==> src/rtl/jkv_pkg.sv <==
`default_nettype none
// ----------------------------------------------------------------------------
// jkv_pkg: shared types and constants of the JSON key/value extractor
// Holds the payload structs, the parser phase enum and register indexes.
// ----------------------------------------------------------------------------
package jkv_pkg;

    localparam int unsigned KeyCharsDefault    = 16;
    localparam int unsigned StringLimitDefault = 256;

    localparam logic [2:0] RegKeyLength   = 3'd0;
    localparam logic [2:0] RegKeyCharsLow = 3'd1;
    localparam logic [2:0] RegKeyCharsHi  = 3'd2;
    localparam logic [2:0] RegValueKind   = 3'd3;
    localparam logic [2:0] RegDefault     = 3'd4;
    localparam logic [2:0] RegCapacity    = 3'd5;

    localparam logic [2:0] KindPresence = 3'd0;
    localparam logic [2:0] KindBool     = 3'd1;
    localparam logic [2:0] KindSigned   = 3'd2;
    localparam logic [2:0] KindUnsigned = 3'd3;
    localparam logic [2:0] KindString   = 3'd4;

    typedef struct packed {
        logic [7:0] text_byte;
        logic       doc_end;
    } t_in_item;

    typedef struct packed {
        logic signed [32:0] value;
        logic               is_final;
        logic               found;
    } t_out_item;

    // Front-end classification handed to the back end through the queue.
    typedef struct packed {
        logic [7:0] text_byte;
        logic       key_hit;    // key pattern matched at this byte
        logic       take;       // byte goes to the value parser
        logic       finish;     // document ends with this byte
    } t_cls_item;

    typedef enum logic [3:0] {
        PH_SEARCH, PH_AFTER_KEY, PH_AFTER_COLON, PH_BOOL_WORD, PH_NUM_SIGN,
        PH_NUM_DIGITS, PH_STR_BODY, PH_DONE, PH_FAIL
    } t_phase;

endpackage
`default_nettype wire

==> src/rtl/jkv_front.sv <==
`default_nettype none
// ----------------------------------------------------------------------------
// jkv_front: byte window and key matcher
// Shifts text bytes into a window and flags the closing quote of the key.
// ----------------------------------------------------------------------------
module jkv_front #(
    parameter int unsigned KEY_CHARS = jkv_pkg::KeyCharsDefault
) (
    input  wire logic                     i_clk,
    input  wire logic                     i_rst_n,
    input  wire logic                     i_valid,
    input  wire jkv_pkg::t_in_item        i_item,
    input  wire logic [KEY_CHARS*8-1:0]   i_key,
    input  wire logic [5:0]               i_key_n,
    output jkv_pkg::t_cls_item            o_cls
);
    localparam int unsigned WinLen = KEY_CHARS + 2;

    logic [7:0] r_win [WinLen];
    logic [7:0] w_new [WinLen];
    logic       w_hit;

    // Window as it will look after this byte: newest at index 0.
    always_comb begin
        w_new[0] = i_item.text_byte;
        for (int i = 1; i < WinLen; i++) begin
            w_new[i] = r_win[i-1];
        end
    end

    // Pattern: w[0] quote, w[k] = key[n-k], w[n+1] quote.
    always_comb begin
        logic ok;
        ok = (i_key_n != '0) && (w_new[0] == 8'h22);
        for (int k = 1; k <= KEY_CHARS; k++) begin
            if (k <= int'(i_key_n)) begin
                if (w_new[k] != i_key[(int'(i_key_n) - k)*8 +: 8]) ok = 1'b0;
            end
        end
        for (int k = 1; k <= KEY_CHARS + 1; k++) begin
            if (k == int'(i_key_n) + 1 && w_new[k] != 8'h22) ok = 1'b0;
        end
        w_hit = ok;
    end

    always_ff @(posedge i_clk) begin
        if (!i_rst_n) begin
            for (int i = 0; i < WinLen; i++) r_win[i] <= '0;
        end else if (i_valid) begin
            if (i_item.text_byte == 8'h00 || i_item.doc_end) begin
                for (int i = 0; i < WinLen; i++) r_win[i] <= '0;
            end else begin
                for (int i = 0; i < WinLen; i++) r_win[i] <= w_new[i];
            end
        end
    end

    always_comb begin
        o_cls.text_byte = i_item.text_byte;
        o_cls.take      = (i_item.text_byte != 8'h00);
        o_cls.key_hit   = w_hit && (i_item.text_byte != 8'h00);
        o_cls.finish    = (i_item.text_byte == 8'h00) || i_item.doc_end;
    end
endmodule
`default_nettype wire

==> src/rtl/jkv_queue.sv <==
`default_nettype none
// ----------------------------------------------------------------------------
// jkv_queue: small register FIFO between front and back end
// Two entries, decoupling the classifier from the value parser.
// ----------------------------------------------------------------------------
module jkv_queue (
    input  wire logic                i_clk,
    input  wire logic                i_rst_n,
    input  wire logic                i_push,
    input  wire jkv_pkg::t_cls_item  i_data,
    output logic                     o_full,
    input  wire logic                i_pop,
    output logic                     o_empty,
    output jkv_pkg::t_cls_item       o_data
);
    jkv_pkg::t_cls_item r_mem [2];
    logic               r_wp;
    logic               r_rp;
    logic [1:0]         r_cnt;

    assign o_full  = (r_cnt == 2'd2);
    assign o_empty = (r_cnt == 2'd0);
    assign o_data  = r_mem[r_rp];

    always_ff @(posedge i_clk) begin
        if (i_push && !o_full) r_mem[r_wp] <= i_data;
    end

    always_ff @(posedge i_clk) begin
        if (!i_rst_n) begin
            r_wp  <= 1'b0;
            r_rp  <= 1'b0;
            r_cnt <= '0;
        end else begin
            if (i_push && !o_full) r_wp <= ~r_wp;
            if (i_pop && !o_empty) r_rp <= ~r_rp;
            r_cnt <= r_cnt + 2'(i_push && !o_full) - 2'(i_pop && !o_empty);
        end
    end

`ifndef SYNTH
    a_no_over: assert property (@(posedge i_clk) disable iff (!i_rst_n)
        o_full |=> !(r_cnt == 2'd3))
        else $error("queue count overflow");
`endif
endmodule
`default_nettype wire

==> src/rtl/jkv_back.sv <==
`default_nettype none
// ----------------------------------------------------------------------------
// jkv_back: value parser and result queue
// Runs the value phase machine on classified bytes and queues results.
// ----------------------------------------------------------------------------
module jkv_back #(
    parameter int unsigned STRING_LIMIT = jkv_pkg::StringLimitDefault
) (
    input  wire logic                i_clk,
    input  wire logic                i_rst_n,
    input  wire logic                i_valid,
    output logic                     o_ready,
    input  wire jkv_pkg::t_cls_item  i_cls,
    input  wire logic [2:0]          i_kind,
    input  wire logic [32:0]         i_default,
    input  wire logic [8:0]          i_capacity,
    output logic                     o_empty,
    input  wire logic                i_pop,
    output jkv_pkg::t_out_item       o_item
);
    localparam int unsigned CapW = $clog2(STRING_LIMIT + 1);
    localparam logic [32:0] Clamp = 33'h1_0000_0000;

    // Saturate or wrap the accumulated magnitude into the answer for the kind.
    function automatic logic [32:0] num_final(logic [32:0] a, logic ng, logic [2:0] kind);
        logic [32:0] r;
        if (kind == jkv_pkg::KindUnsigned) begin
            if (a > 33'h0_FFFF_FFFF) r = 33'h0_FFFF_FFFF;
            else if (ng) r = {1'b0, 32'(Clamp - a)};
            else r = a;
        end else if (ng) begin
            r = 33'd0 - ((a > 33'h0_8000_0000) ? 33'h0_8000_0000 : a);
        end else begin
            r = (a > 33'h0_7FFF_FFFF) ? 33'h0_7FFF_FFFF : a;
        end
        return r;
    endfunction

    jkv_pkg::t_phase r_ph, n_ph;
    logic        r_esc, n_esc;
    logic [CapW-1:0] r_cnt, n_cnt;
    logic [32:0] r_acc, n_acc;
    logic        r_neg, n_neg;
    logic [2:0]  r_wp, n_wp;
    logic        r_done, n_done;

    // Result queue, four entries (two results per byte at most).
    jkv_pkg::t_out_item r_q [4];
    logic [1:0] r_qw, r_qr;
    logic [2:0] r_qn;
    jkv_pkg::t_out_item w_r0, w_r1;
    logic       w_e0, w_e1;
    logic       w_go;

    logic [CapW-1:0] w_cap;
    logic [7:0]  b;
    logic [7:0]  l;
    logic        blank4, digit;
    logic [3:0]  dval;
    logic [36:0] w_mul;
    logic [32:0] w_fin;
    logic [32:0] w_miss;
    logic [7:0]  w_chr;
    logic [7:0]  w_wch;
    logic [2:0]  w_wlen;

    assign w_cap = (32'(i_capacity) > 32'(STRING_LIMIT)) ? CapW'(STRING_LIMIT)
                                                          : CapW'(i_capacity);
    assign o_ready = (r_qn <= 3'd2);
    assign w_go    = i_valid && o_ready;
    assign b       = i_cls.text_byte;
    assign l       = b | 8'h20;
    assign blank4  = (b == 8'd32) || (b == 8'd9) || (b == 8'd10) || (b == 8'd13);
    assign digit   = (b >= 8'h30) && (b <= 8'h39);
    assign dval    = 4'(b - 8'h30);
    assign w_mul   = {r_acc, 3'b000} + {2'b00, r_acc, 1'b0} + 37'(dval);
    assign w_miss  = (i_kind >= jkv_pkg::KindBool && i_kind <= jkv_pkg::KindUnsigned)
                     ? i_default : 33'd0;
    assign w_fin   = num_final(r_acc, r_neg, i_kind);

    always_comb begin
        case (r_wp)
            3'd1:    w_wch = r_acc[0] ? 8'h72 : 8'h61;
            3'd2:    w_wch = r_acc[0] ? 8'h75 : 8'h6c;
            3'd3:    w_wch = r_acc[0] ? 8'h65 : 8'h73;
            3'd4:    w_wch = 8'h65;
            default: w_wch = 8'h00;
        endcase
    end
    assign w_wlen = r_acc[0] ? 3'd4 : 3'd5;
    assign w_chr  = (b == 8'h6e) ? 8'd10 : (b == 8'h72) ? 8'd13 :
                    (b == 8'h74) ? 8'd9 : b;

    always_comb begin
        logic [CapW-1:0] c1;
        n_ph = r_ph; n_esc = r_esc; n_cnt = r_cnt; n_acc = r_acc;
        n_neg = r_neg; n_wp = r_wp; n_done = r_done;
        w_e0 = 1'b0; w_e1 = 1'b0;
        w_r0 = '0; w_r1 = '0;
        c1 = r_cnt + 1'b1;
        if (i_cls.take && !r_done) begin
            case (r_ph)
                jkv_pkg::PH_SEARCH: begin
                    if (i_cls.key_hit) n_ph = jkv_pkg::PH_AFTER_KEY;
                end
                jkv_pkg::PH_AFTER_KEY: begin
                    if (!blank4) begin
                        n_done = 1'b1;
                        if (b != 8'h3a) begin
                            n_ph = jkv_pkg::PH_FAIL; n_acc = '0;
                        end else if (i_kind == jkv_pkg::KindPresence
                                     || i_kind > jkv_pkg::KindString) begin
                            n_ph = jkv_pkg::PH_DONE; n_acc = 33'd1;
                        end else if (i_kind == jkv_pkg::KindString && w_cap == '0) begin
                            n_ph = jkv_pkg::PH_FAIL; n_acc = '0;
                        end else begin
                            n_ph = jkv_pkg::PH_AFTER_COLON; n_done = 1'b0;
                        end
                    end
                end
                jkv_pkg::PH_AFTER_COLON: begin
                    if (!blank4) begin
                        if (i_kind == jkv_pkg::KindBool) begin
                            if (l == 8'h74 || l == 8'h66) begin
                                n_acc = {32'd0, l == 8'h74};
                                n_wp = 3'd1; n_ph = jkv_pkg::PH_BOOL_WORD;
                            end else begin
                                n_done = 1'b1;
                                if (b == 8'h31) begin
                                    n_ph = jkv_pkg::PH_DONE; n_acc = 33'd1;
                                end else if (b == 8'h30) begin
                                    n_ph = jkv_pkg::PH_DONE; n_acc = 33'd0;
                                end else begin
                                    n_ph = jkv_pkg::PH_FAIL; n_acc = 33'd0;
                                end
                            end
                        end else if (i_kind == jkv_pkg::KindSigned
                                     || i_kind == jkv_pkg::KindUnsigned) begin
                            if (b == 8'd11 || b == 8'd12) begin
                                n_ph = r_ph;
                            end else if (b == 8'h2b || b == 8'h2d) begin
                                n_neg = (b == 8'h2d); n_ph = jkv_pkg::PH_NUM_SIGN;
                            end else if (digit) begin
                                n_acc = 33'(dval); n_ph = jkv_pkg::PH_NUM_DIGITS;
                            end else begin
                                n_ph = jkv_pkg::PH_DONE; n_acc = '0; n_done = 1'b1;
                            end
                        end else if (i_kind == jkv_pkg::KindString) begin
                            if (b != 8'h22 || w_cap == '0) begin
                                n_ph = jkv_pkg::PH_FAIL; n_acc = '0; n_done = 1'b1;
                            end else if (w_cap == CapW'(1)) begin
                                n_ph = jkv_pkg::PH_DONE; n_acc = '0; n_done = 1'b1;
                            end else begin
                                n_ph = jkv_pkg::PH_STR_BODY;
                            end
                        end else begin
                            n_ph = jkv_pkg::PH_DONE; n_acc = 33'd1; n_done = 1'b1;
                        end
                    end
                end
                jkv_pkg::PH_BOOL_WORD: begin
                    if (r_wp >= w_wlen || l != w_wch) begin
                        n_ph = jkv_pkg::PH_FAIL; n_acc = '0; n_done = 1'b1;
                    end else begin
                        n_wp = r_wp + 3'd1;
                        if (n_wp == w_wlen) begin
                            n_ph = jkv_pkg::PH_DONE; n_done = 1'b1;
                        end
                    end
                end
                jkv_pkg::PH_NUM_SIGN: begin
                    if (digit) begin
                        n_acc = 33'(dval); n_ph = jkv_pkg::PH_NUM_DIGITS;
                    end else begin
                        n_ph = jkv_pkg::PH_DONE; n_acc = '0; n_done = 1'b1;
                    end
                end
                jkv_pkg::PH_NUM_DIGITS: begin
                    if (digit) begin
                        n_acc = (w_mul > 37'(Clamp)) ? Clamp : w_mul[32:0];
                    end else begin
                        n_ph = jkv_pkg::PH_DONE; n_acc = w_fin; n_done = 1'b1;
                    end
                end
                jkv_pkg::PH_STR_BODY: begin
                    if (w_cap < CapW'(2)) begin
                        n_ph = jkv_pkg::PH_DONE; n_acc = 33'(r_cnt); n_done = 1'b1;
                    end else if (r_esc || (b != 8'h5c && b != 8'h22)) begin
                        n_esc = 1'b0;
                        w_e0 = 1'b1;
                        w_r0.value = 33'(r_esc ? w_chr : b);
                        n_cnt = c1;
                        if (c1 >= w_cap - 1'b1) begin
                            n_ph = jkv_pkg::PH_DONE; n_acc = 33'(c1); n_done = 1'b1;
                        end
                    end else if (b == 8'h5c) begin
                        n_esc = 1'b1;
                    end else begin
                        n_ph = jkv_pkg::PH_DONE; n_acc = 33'(r_cnt); n_done = 1'b1;
                    end
                end
                default: n_ph = r_ph;
            endcase
        end
        if (i_cls.finish) begin
            w_e1 = 1'b1;
            w_r1.is_final = 1'b1;
            case (n_ph)
                jkv_pkg::PH_AFTER_COLON: begin
                    if (i_kind == jkv_pkg::KindSigned || i_kind == jkv_pkg::KindUnsigned) begin
                        w_r1.value = '0; w_r1.found = 1'b1;
                    end else if (i_kind == jkv_pkg::KindBool
                                 || i_kind == jkv_pkg::KindString) begin
                        w_r1.value = w_miss;
                    end else begin
                        w_r1.value = 33'd1; w_r1.found = 1'b1;
                    end
                end
                jkv_pkg::PH_NUM_SIGN, jkv_pkg::PH_NUM_DIGITS: begin
                    // final number uses the post-byte accumulator and sign
                    w_r1.found = 1'b1;
                    w_r1.value = num_final(n_acc, n_neg, i_kind);
                end
                jkv_pkg::PH_STR_BODY: begin
                    w_r1.value = 33'(n_cnt); w_r1.found = 1'b1;
                end
                jkv_pkg::PH_DONE: begin
                    w_r1.value = n_acc; w_r1.found = 1'b1;
                end
                default: w_r1.value = w_miss;
            endcase
            n_ph = jkv_pkg::PH_SEARCH; n_esc = 1'b0; n_cnt = '0; n_acc = '0;
            n_neg = 1'b0; n_wp = '0; n_done = 1'b0;
        end
    end

    always_ff @(posedge i_clk) begin
        if (!i_rst_n) begin
            r_ph <= jkv_pkg::PH_SEARCH; r_esc <= 1'b0; r_cnt <= '0; r_acc <= '0;
            r_neg <= 1'b0; r_wp <= '0; r_done <= 1'b0;
        end else if (w_go) begin
            r_ph <= n_ph; r_esc <= n_esc; r_cnt <= n_cnt; r_acc <= n_acc;
            r_neg <= n_neg; r_wp <= n_wp; r_done <= n_done;
        end
    end

    logic       w_p0, w_p1;
    logic       w_qpop;
    assign w_p0   = w_go && w_e0;
    assign w_p1   = w_go && w_e1;
    assign w_qpop = i_pop && !o_empty;
    assign o_empty = (r_qn == 3'd0);
    assign o_item  = r_q[r_qr];

    always_ff @(posedge i_clk) begin
        if (w_p0) r_q[r_qw] <= w_r0;
        if (w_p1) r_q[r_qw + 2'(w_p0)] <= w_r1;
    end

    always_ff @(posedge i_clk) begin
        if (!i_rst_n) begin
            r_qw <= '0; r_qr <= '0; r_qn <= '0;
        end else begin
            r_qw <= r_qw + 2'(w_p0) + 2'(w_p1);
            r_qr <= r_qr + 2'(w_qpop);
            r_qn <= r_qn + 3'(w_p0) + 3'(w_p1) - 3'(w_qpop);
        end
    end

`ifndef SYNTH
    a_qn_max: assert property (@(posedge i_clk) disable iff (!i_rst_n)
        r_qn <= 3'd4)
        else $error("result queue overflow");
    a_final_clears: assert property (@(posedge i_clk) disable iff (!i_rst_n)
        w_p1 |=> (r_ph == jkv_pkg::PH_SEARCH && !r_done))
        else $error("state not cleared after closing result");
    a_char_no_found: assert property (@(posedge i_clk) disable iff (!i_rst_n)
        w_p0 |-> (!w_r0.is_final && !w_r0.found))
        else $error("character result flagged final");
`endif
endmodule
`default_nettype wire

==> src/rtl/json_key_value_extractor_unit.sv <==
`default_nettype none
// ----------------------------------------------------------------------------
// json_key_value_extractor_unit: JSON field extractor
// Finds a configured quoted key in a byte stream and decodes its value.
// ----------------------------------------------------------------------------
// Usage:
//   Input queue: drive i_item and raise push when full is low; one document
//   byte transfers per cycle. A zero byte or doc_end closes the document.
//   Output queue: while empty is low the oldest result is on o_item; raise
//   pop to take it. Each byte yields zero, one or two results: a decoded
//   string character and/or the closing result (is_final, found, value).
//   Configuration: write i_cfg_wr with i_cfg_idx and i_cfg_data while idle.
// Throughput and flow:
//   One byte per cycle sustained while the receiver keeps up. A byte is
//   classified by the window matcher in the cycle it transfers and is
//   registered in a two-entry queue; the value parser takes it when the
//   result queue has room and registers its results there for popping.
// Reset and stall:
//   Synchronous active-low reset clears the window, the parser and both
//   queues; registers return to their reset values. When the receiver
//   stalls, the four-entry result queue fills, the parser holds, the middle
//   queue fills and full rises.
// ----------------------------------------------------------------------------
module json_key_value_extractor_unit #(
    parameter int unsigned KEY_CHARS    = jkv_pkg::KeyCharsDefault,
    parameter int unsigned STRING_LIMIT = jkv_pkg::StringLimitDefault
) (
    input  wire logic               i_clk,
    input  wire logic               i_rst_n,
    input  wire logic               push,
    output logic                    full,
    input  wire jkv_pkg::t_in_item  i_item,
    output logic                    empty,
    input  wire logic               pop,
    output jkv_pkg::t_out_item      o_item,
    input  wire logic               i_cfg_wr,
    input  wire logic [2:0]         i_cfg_idx,
    input  wire logic [63:0]        i_cfg_data
);
    logic [4:0]  r_key_len;
    logic [63:0] r_key_lo, r_key_hi;
    logic [2:0]  r_kind;
    logic [32:0] r_default;
    logic [8:0]  r_cap;

    logic [KEY_CHARS*8-1:0] w_key;
    logic [5:0]             w_key_n;
    jkv_pkg::t_cls_item     w_cls, w_qd;
    logic                   w_qfull, w_qempty, w_bready;

    // Register file: hold until written.
    always_ff @(posedge i_clk) begin
        if (!i_rst_n) begin
            r_key_len <= '0; r_key_lo <= '0; r_key_hi <= '0;
            r_kind <= '0; r_default <= '0; r_cap <= 9'd256;
        end else if (i_cfg_wr) begin
            case (i_cfg_idx)
                jkv_pkg::RegKeyLength:   r_key_len <= i_cfg_data[4:0];
                jkv_pkg::RegKeyCharsLow: r_key_lo  <= i_cfg_data;
                jkv_pkg::RegKeyCharsHi:  r_key_hi  <= i_cfg_data;
                jkv_pkg::RegValueKind:   r_kind    <= i_cfg_data[2:0];
                jkv_pkg::RegDefault:     r_default <= i_cfg_data[32:0];
                jkv_pkg::RegCapacity:    r_cap     <= i_cfg_data[8:0];
                default:                 r_kind    <= r_kind;
            endcase
        end
    end

    // Effective key: chars up to the first zero byte; too long means never.
    always_comb begin
        logic [127:0] all;
        logic         stop;
        all = {r_key_hi, r_key_lo};
        w_key = '0;
        w_key_n = '0;
        stop = (int'(r_key_len) > KEY_CHARS);
        for (int i = 0; i < KEY_CHARS; i++) begin
            if (i < 16) w_key[i*8 +: 8] = all[i*8 +: 8];
            if (!stop && i < int'(r_key_len)) begin
                if (i >= 16 || all[(i%16)*8 +: 8] == 8'h00) stop = 1'b1;
                else w_key_n = w_key_n + 6'd1;
            end
        end
    end

    assign full = w_qfull;

    jkv_front #(.KEY_CHARS(KEY_CHARS)) u_front (
        .i_clk(i_clk), .i_rst_n(i_rst_n),
        .i_valid(push && !w_qfull), .i_item(i_item),
        .i_key(w_key), .i_key_n(w_key_n), .o_cls(w_cls)
    );

    jkv_queue u_queue (
        .i_clk(i_clk), .i_rst_n(i_rst_n),
        .i_push(push), .i_data(w_cls), .o_full(w_qfull),
        .i_pop(w_bready), .o_empty(w_qempty), .o_data(w_qd)
    );

    jkv_back #(.STRING_LIMIT(STRING_LIMIT)) u_back (
        .i_clk(i_clk), .i_rst_n(i_rst_n),
        .i_valid(!w_qempty), .o_ready(w_bready), .i_cls(w_qd),
        .i_kind(r_kind), .i_default(r_default), .i_capacity(r_cap),
        .o_empty(empty), .i_pop(pop), .o_item(o_item)
    );

`ifndef SYNTH
    a_cap_reset: assert property (@(posedge i_clk)
        !i_rst_n |=> (r_cap == 9'd256 && r_key_len == '0))
        else $error("config registers not reset");
    a_key_len_ok: assert property (@(posedge i_clk) disable iff (!i_rst_n)
        int'(w_key_n) <= KEY_CHARS)
        else $error("effective key too long");
    a_full_holds: assert property (@(posedge i_clk) disable iff (!i_rst_n)
        (full && !w_bready) |=> full)
        else $error("input queue drained without back end");
`endif
endmodule
`default_nettype wire
==> config.mk <==
export PLATFORM = sky130hd
export DESIGN_NAME = json_key_value_extractor_unit
export DESIGN_NICKNAME = d
export VERILOG_FILES = /design/src/rtl/jkv_pkg.sv /design/src/rtl/jkv_front.sv /design/src/rtl/jkv_queue.sv /design/src/rtl/jkv_back.sv /design/src/rtl/json_key_value_extractor_unit.sv
export SDC_FILE = /design/constraint.sdc
export NUM_CORES = 2
export LEC_CHECK = 0
export BUFFER_PORTS_ARGS = -buffer_cell sky130_fd_sc_hd__buf_2
export CORE_UTILIZATION = 40
export CTS_CLUSTER_SIZE = 24
export DETAILED_ROUTE_END_ITERATION = 12
export PLACE_DENSITY = 0.55
export SLEW_MARGIN = 10
export SYNTH_ARGS = -nofsm -noshare
export SYNTH_HDL_FRONTEND = slang
export SYNTH_HIERARCHICAL = 1
export SYNTH_SLANG_ARGS = --single-unit
==> constraint.sdc <==
create_clock -name i_clk -period 19.6 [get_ports i_clk]
set_input_delay 2.94 -clock i_clk [delete_from_list [all_inputs] [get_ports i_clk]]
set_output_delay 2.94 -clock i_clk [all_outputs]
set_load 0.005 [all_outputs]
Word-level counts from Yosys, hierarchy flattened --
Memories as Yosys holds them, arrays and structs flattened. A register that Yosys moved wholly into a read port is not among the register bits. Cells that the tools add are included.
Word-level totals: flip-flop bits (word level) 241, memory bits (writable) 306, input bits 81, output and inout bits 37, memories 3
Operators by class: add/sub/neg operators 50, $lt $le $gt $ge 50, equal/unequal tests 111, shift-type cells 16, muxes and demuxes 305, bitwise gates (word level) 38, reduce and logical (&&, ||, !) cells 120
Memory list:
- u_front.r_win | depth 18, bits a word 8, read ports 17, clocked after Yosys merged registers in 0, wr ports 18, line jkv_front.sv:19 | logic [7:0] r_win [WinLen];
- u_back.r_q | depth 4, bits a word 35, read ports 1, clocked after Yosys merged registers in 1, wr ports 2, line jkv_back.sv:48 | jkv_pkg::t_out_item r_q [4];
- u_queue.r_mem | depth 2, bits a word 11, read ports 1, clocked after Yosys merged registers in 1, wr ports 1, line jkv_queue.sv:16 | jkv_pkg::t_cls_item r_mem [2];
Operator list (count):
- $shiftx A128 B32 Y8 | 16
- $mux W33 | 41
- $mux W8 | 40
- $eq A5 B32 Y1 const A | 8
- $pmux W33 S6 | 1
- $mux W6 | 30
- $ne A8 B6 Y1 const B | 19
- $mux W1 | 144
- $logic_not A8 Y1 | 17
- $ne A8 B8 Y1 | 17
- $gt A33 B32 Y1 const B | 4
- $pmux W33 S4 | 1
- $eq A4 B32 Y1 const A | 4
- $mux W4 | 25
- $add A6 B1 Y6 const B | 15
- $gt A33 B31 Y1 const B | 2
- $sub A1 B33 Y33 const A | 2
- $eq A3 B32 Y1 const A | 2
- $eq A6 B32 Y1 const A | 2
- $sub A1 B32 Y32 const A | 2
- $sub A6 B4 Y7 const B | 8
- $mux W9 | 6
- $eq A8 B6 Y1 const B | 6
- $le A4 B6 Y1 const A | 8
- other kinds (85) | 270

Longest topological paths before layout --
word-level depth 102, depth in mapped cells 69, depth with buffers taken out 62

Modules after synthesis --
The synthesis kept the hierarchy.
By module, submodules not included:
- jkv_back | instances 1, cells an instance 2572, area each 20648.6 um^2
- jkv_front | instances 1, cells an instance 1767, area each 17699.5 um^2
- json_key_value_extractor_unit | instances 1, cells an instance 1168, area each 9315.2 um^2
- jkv_queue | instances 1, cells an instance 59, area each 1028.5 um^2

Worst setup path after synthesis --
No wires, ideal clock.
path kind reg2reg, start point reg r_key_len[0], end point mem u_queue/r_mem[0][2] (netlist name) (data pin), setup time 0.203 ns, arrival 13.832 ns, data required time 19.397 ns, slack 5.564 ns, stages on the path, launching flop included 67, path buffers 10, clock period less this slack 14.036 ns, path through dfxtp_1 -> buf_6 -> or4_1 -> buf_2 -> a22oi_1 -> o21a_1 -> ha_1 -> o211ai_1 -> inv_1 -> ha_1 -> a31oi_1 -> nor2_1 -> ha_1 -> nand3_1 -> o31ai_1 -> ha_1 -> mux2i_1 -> a31oi_1 -> [31 not listed] -> buf_1 -> buf_1 -> clkinv_1 -> ha_1 -> buf_2 -> buf_2 -> buf_2 -> buf_2 -> mux2i_1 -> a22oi_1 -> nand2_1 -> o21ai_0 -> xnor2_1 -> nand4_1 -> and3_1 -> o41ai_1 -> nand4_1 -> a2111oi_2
RTL lines:
- start: declaration | line json_key_value_extractor_unit.sv:40 | logic [4:0] r_key_len;
- start signal: assignment | line json_key_value_extractor_unit.sv:58 | jkv_pkg::RegKeyLength: r_key_len <= i_cfg_data[4:0];
- end: declaration | line jkv_queue.sv:16

==> impl_metrics.env <==
export IMPL_cts_resized_gates=0
export IMPL_syn_nets=5786
export IMPL_n_antenna_cell=0
export IMPL_max_stage_delay_ps=790
export IMPL_dpl_hpwl_um=167300
export IMPL_area_growth_pct=8.493
export IMPL_vias=46980
export IMPL_wl_um=222500
export IMPL_slowest_stage="nor4_1"
export IMPL_seqPwrFrac=0.392
export IMPL_syn_area_um2=48690
export IMPL_setup_viol=0
export IMPL_worstPathMaxFanout=32
export IMPL_intPower_mw=2.377
export IMPL_dieArea_um2=123100
export IMPL_final_cell_area_um2=52830
export IMPL_synth_area_per_cell_um2=8.748
export IMPL_synth_edf_count=298
export IMPL_clock_path_buffers=3
export IMPL_globalRoute_totalOverflow=0
export IMPL_pwr_share_comb=0.250
export IMPL_hold_class="reg2reg"
export IMPL_core_area_um2=120300
export IMPL_seqCellArea_um2=13800
export IMPL_hold_viol=0
export IMPL_yosys_warnings=6
export IMPL_total_power_mw=3.650
export IMPL_placed_cell_area_um2=50540
export IMPL_finalNetCount=5683
export IMPL_ios=118
export IMPL_post_cts_setup_buffers=0
export IMPL_vias_per_cell=6.590
export IMPL_multi_input_area_um2=32920
export IMPL_holdBufCountCts=0
export IMPL_cts_tree="yes"
export IMPL_die_h_um=350.9
export IMPL_cpLargestDelayFamily="compound AO/OA/AOI/OAI gates"
export IMPL_row_count=127
export IMPL_maxCapViolCount=0
export IMPL_numPortBuffers=117
export IMPL_hold_end="r_default[17]$_SDFFE_PN0P_"
export IMPL_ir_worst_vdd_uv=70.64
export IMPL_reg2reg_from="r_key_lo[1]$_SDFFE_PN0P_"
export IMPL_min_period_over_period=0.8342
export IMPL_htree_levels=3
export IMPL_crit_path_start_kind="flip-flop"
export IMPL_rsz0062_at_grt="false"
export IMPL_regToRegEndpoint="u_queue/r_mem[1][2]$_DFFE_PP_"
export IMPL_ys_seq_area_frac=0.2833
export IMPL_fin_worst_skew_ps=43.18
export IMPL_post_route_min_period_ps=16350
export IMPL_slew_viol_final=0
export IMPL_crit_top_cell="ha_1"
export IMPL_tightest_slew_ps=1294
export IMPL_async_flop_share=0
export IMPL_r2r_slack_ps=3250
export IMPL_initialDrtViolationCount=5305
export IMPL_final_common_cell="nand2_1"
export IMPL_fmax_ghz=0.06116
export IMPL_p_per_area_nw_per_um2=69.09
export IMPL_required_ps=19990
export IMPL_switchingPower_mw=1.273
export IMPL_finalSetupTns_ps=0
export IMPL_track_usage=0.3532
export IMPL_postRouteAntennaNets=0
export IMPL_clockPowerShare=0.358
export IMPL_holdCritStartpoint="r_default[17]$_SDFFE_PN0P_"
export IMPL_slew_headroom=0.1355
export IMPL_swShare=0.3488
export IMPL_synthCells=5566
export IMPL_end_kind="flip-flop"
export IMPL_die_w_um=350.9
export IMPL_grt_max_degree=190
export IMPL_insertion_delay_ps=680
export IMPL_clockRootBuffer="clkbuf_16"
export IMPL_ff2ff_path_depth=59
export IMPL_status="complete, no violations"
export IMPL_synth_cell_types=140
export IMPL_path_class="reg2reg"
export IMPL_holdPathStages=2
export IMPL_fill_cells=12020
export IMPL_first_pass_iters=6
export IMPL_grt_pass1_wl_um=317100
export IMPL_drive_above_1_share=0.1499
export IMPL_critPathBufInv=4
export IMPL_path_clk_slew_ps=70
export IMPL_ys_ff_latch=540
export IMPL_gp_congestion=1.042
export IMPL_antenna_found_initial=5
export IMPL_synthFlopType="edfxtp_1"
export IMPL_wl_per_cell_um=31.21
export IMPL_cts_sinks=540
export IMPL_grt_pass1_vias=43290
export IMPL_start_util=0.4048
export IMPL_route_detailed_drc=0
export IMPL_most_common_layout_cells="nand2_1 (729), nor2_1 (410), edfxtp_1 (298)"
export IMPL_numCtsBuffers=67
export IMPL_p_leak_nw=18.58
export IMPL_critPathArrivalTime_ps=16740
==> cell type report <==
| class | count | area share |
|---|---|---|
| Clock buffer | 83 | 0.03382 |
| Sequential cell | 540 | 0.2611 |
| Timing Repair Buffer | 226 | 0.02717 |
| Multi-Input combinational cell | 4528 | 0.6232 |
| Clock inverter | 39 | 0.009379 |
| Inverter | 100 | 0.007105 |
| Tap cell | 1612 | 0.03818 |
==> state kept, by name, indices dropped and copies added, names as in the netlist, 4 cells and up, named ones only <==
name,count
r_cap,9
r_default,33
r_key_hi,64
r_key_len,5
r_key_lo,64
u_back/r_acc,33
u_back/r_cnt,9
u_back/r_ph,4
u_back/r_q,140
u_front/r_win,136
u_queue/r_mem,22
==> per-stage QoR <==
| stage | std cells | util | hold slack (ps) | worst slack [ps] |
|---|---|---|---|---|
| CTS | 7128 | 0.4392 | 476.9 | 3551 |
| global route | 7128 | 0.4392 | 492.6 | 2405 |
| detailed placement | 7006 | 0.4202 | 470.4 | 3668 |
| finish | 7128 | 0.4392 | 472.1 | 3249 |
| floorplan | 5566 | - | 438.8 | 5564 |
| global placement | 7006 | 0.4201 | 453.5 | 3872 |
==> logic make-up (layout without fill, tap and decap cells) <==
| logic type | Yosys count | in the layout | synth area share |
|---|---|---|---|
| flops | 540 | 540 | 0.2833 |
| mux | 496 | 496 | 0.1510 |
| compound gates | 1456 | 1456 | 0.2090 |
| simple gates | 2209 | 2209 | 0.2310 |
| xor+xnor | 228 | 228 | 0.04430 |
| fa+ha+maj | 139 | 139 | 0.03633 |
| buf+inv | 498 | 448 | 0.04502 |
==> Yosys cell counts (19+ instances only) <==
cell type  number  area, µm²
a22oi_1        82      615.6
mux4_2        177       3986
edfxtp_1      298       8949
inv_1          93      349.1
o31ai_1        36      270.3
mux2_2        130       1464
o211ai_1       60      450.4
a21boi_0      188       1411
o22ai_1        73      456.7
or3_1          38      237.7
nand3b_1       25      187.7
nor2b_1        77      481.7
a32oi_1        19      166.4
nor4b_1        29      254.0
xnor2_1       142       1244
clkbuf_1      248      930.9
dfxtp_1       242       4845
nor4_1         85      531.8
buf_4          21      157.7
a21o_1         26      195.2
a211oi_1       62      465.5
a21oi_1       242       1211
nand3_1       135      675.7
xor2_1         71      621.9
and3_1         38      237.7
o21a_1         33      247.7
or4_1          23      172.7
buf_2          81      405.4
a31oi_1        58      362.9
nand2b_1       40      250.2
mux2i_1       183       1832
and2_1        210       1314
nor3_1        114      570.6
ha_1          135       1689
nand2_1       731       2744
nand4_1        86      538.0
o21ai_1        35      175.2
nor3b_1        27      202.7
nor2_1        414       1554
buf_1          29      108.9
o21ai_0       228       1141
==> metal layers <==
layer,track usage,up-vias,routed length [µm],part of all wire
met2,0.5532,2547,99270,0.45
met3,0.07250,611,19310,0.087
met4,0.2241,4,16940,0.076
li1,-,20790,-,-
met1,0.4428,23020,86950,0.39
met5,0,-,26,0.00012
==> worst min-delay path: stages, from the launching register on <==
cell and delay (ps):
dfxtp_1 310, nand2_1 50, a21boi_0 60
==> power groups by stage <==
stage                     sequential (mW)  combinational [mW]  clock, mW
after floorplan                      1.38               0.607          0
after global placement               1.45               0.901          0
after detailed placement             1.45               0.901          0
after CTS                            1.43               0.904       1.34
after global routing                 1.44               0.972       1.38
final                                1.43               0.913       1.31
==> worst max path at each step <==
| stage | start | end | slack (ps) | cells past startpoint |
|---|---|---|---|---|
| floorplan | r_key_len[0]$_SDFFE_PN0P_ | u_queue/r_mem[0][2]$_DFFE_PP_ | 5560 | 66 |
| global placement | r_key_lo[1]$_SDFFE_PN0P_ | u_queue/r_mem[0][2]$_DFFE_PP_ | 3870 | 59 |
| detailed placement | r_key_lo[1]$_SDFFE_PN0P_ | u_queue/r_mem[0][2]$_DFFE_PP_ | 3670 | 59 |
| CTS | r_key_lo[1]$_SDFFE_PN0P_ | u_queue/r_mem[0][2]$_DFFE_PP_ | 3550 | 59 |
| global route | r_key_len[1]$_SDFFE_PN0P_ | u_queue/r_mem[0][2]$_DFFE_PP_ | 2400 | 59 |
| finish | r_key_lo[1]$_SDFFE_PN0P_ | u_queue/r_mem[1][2]$_DFFE_PP_ | 3250 | 59 |
No activity file was read; power rests on OpenSTA's default activity.
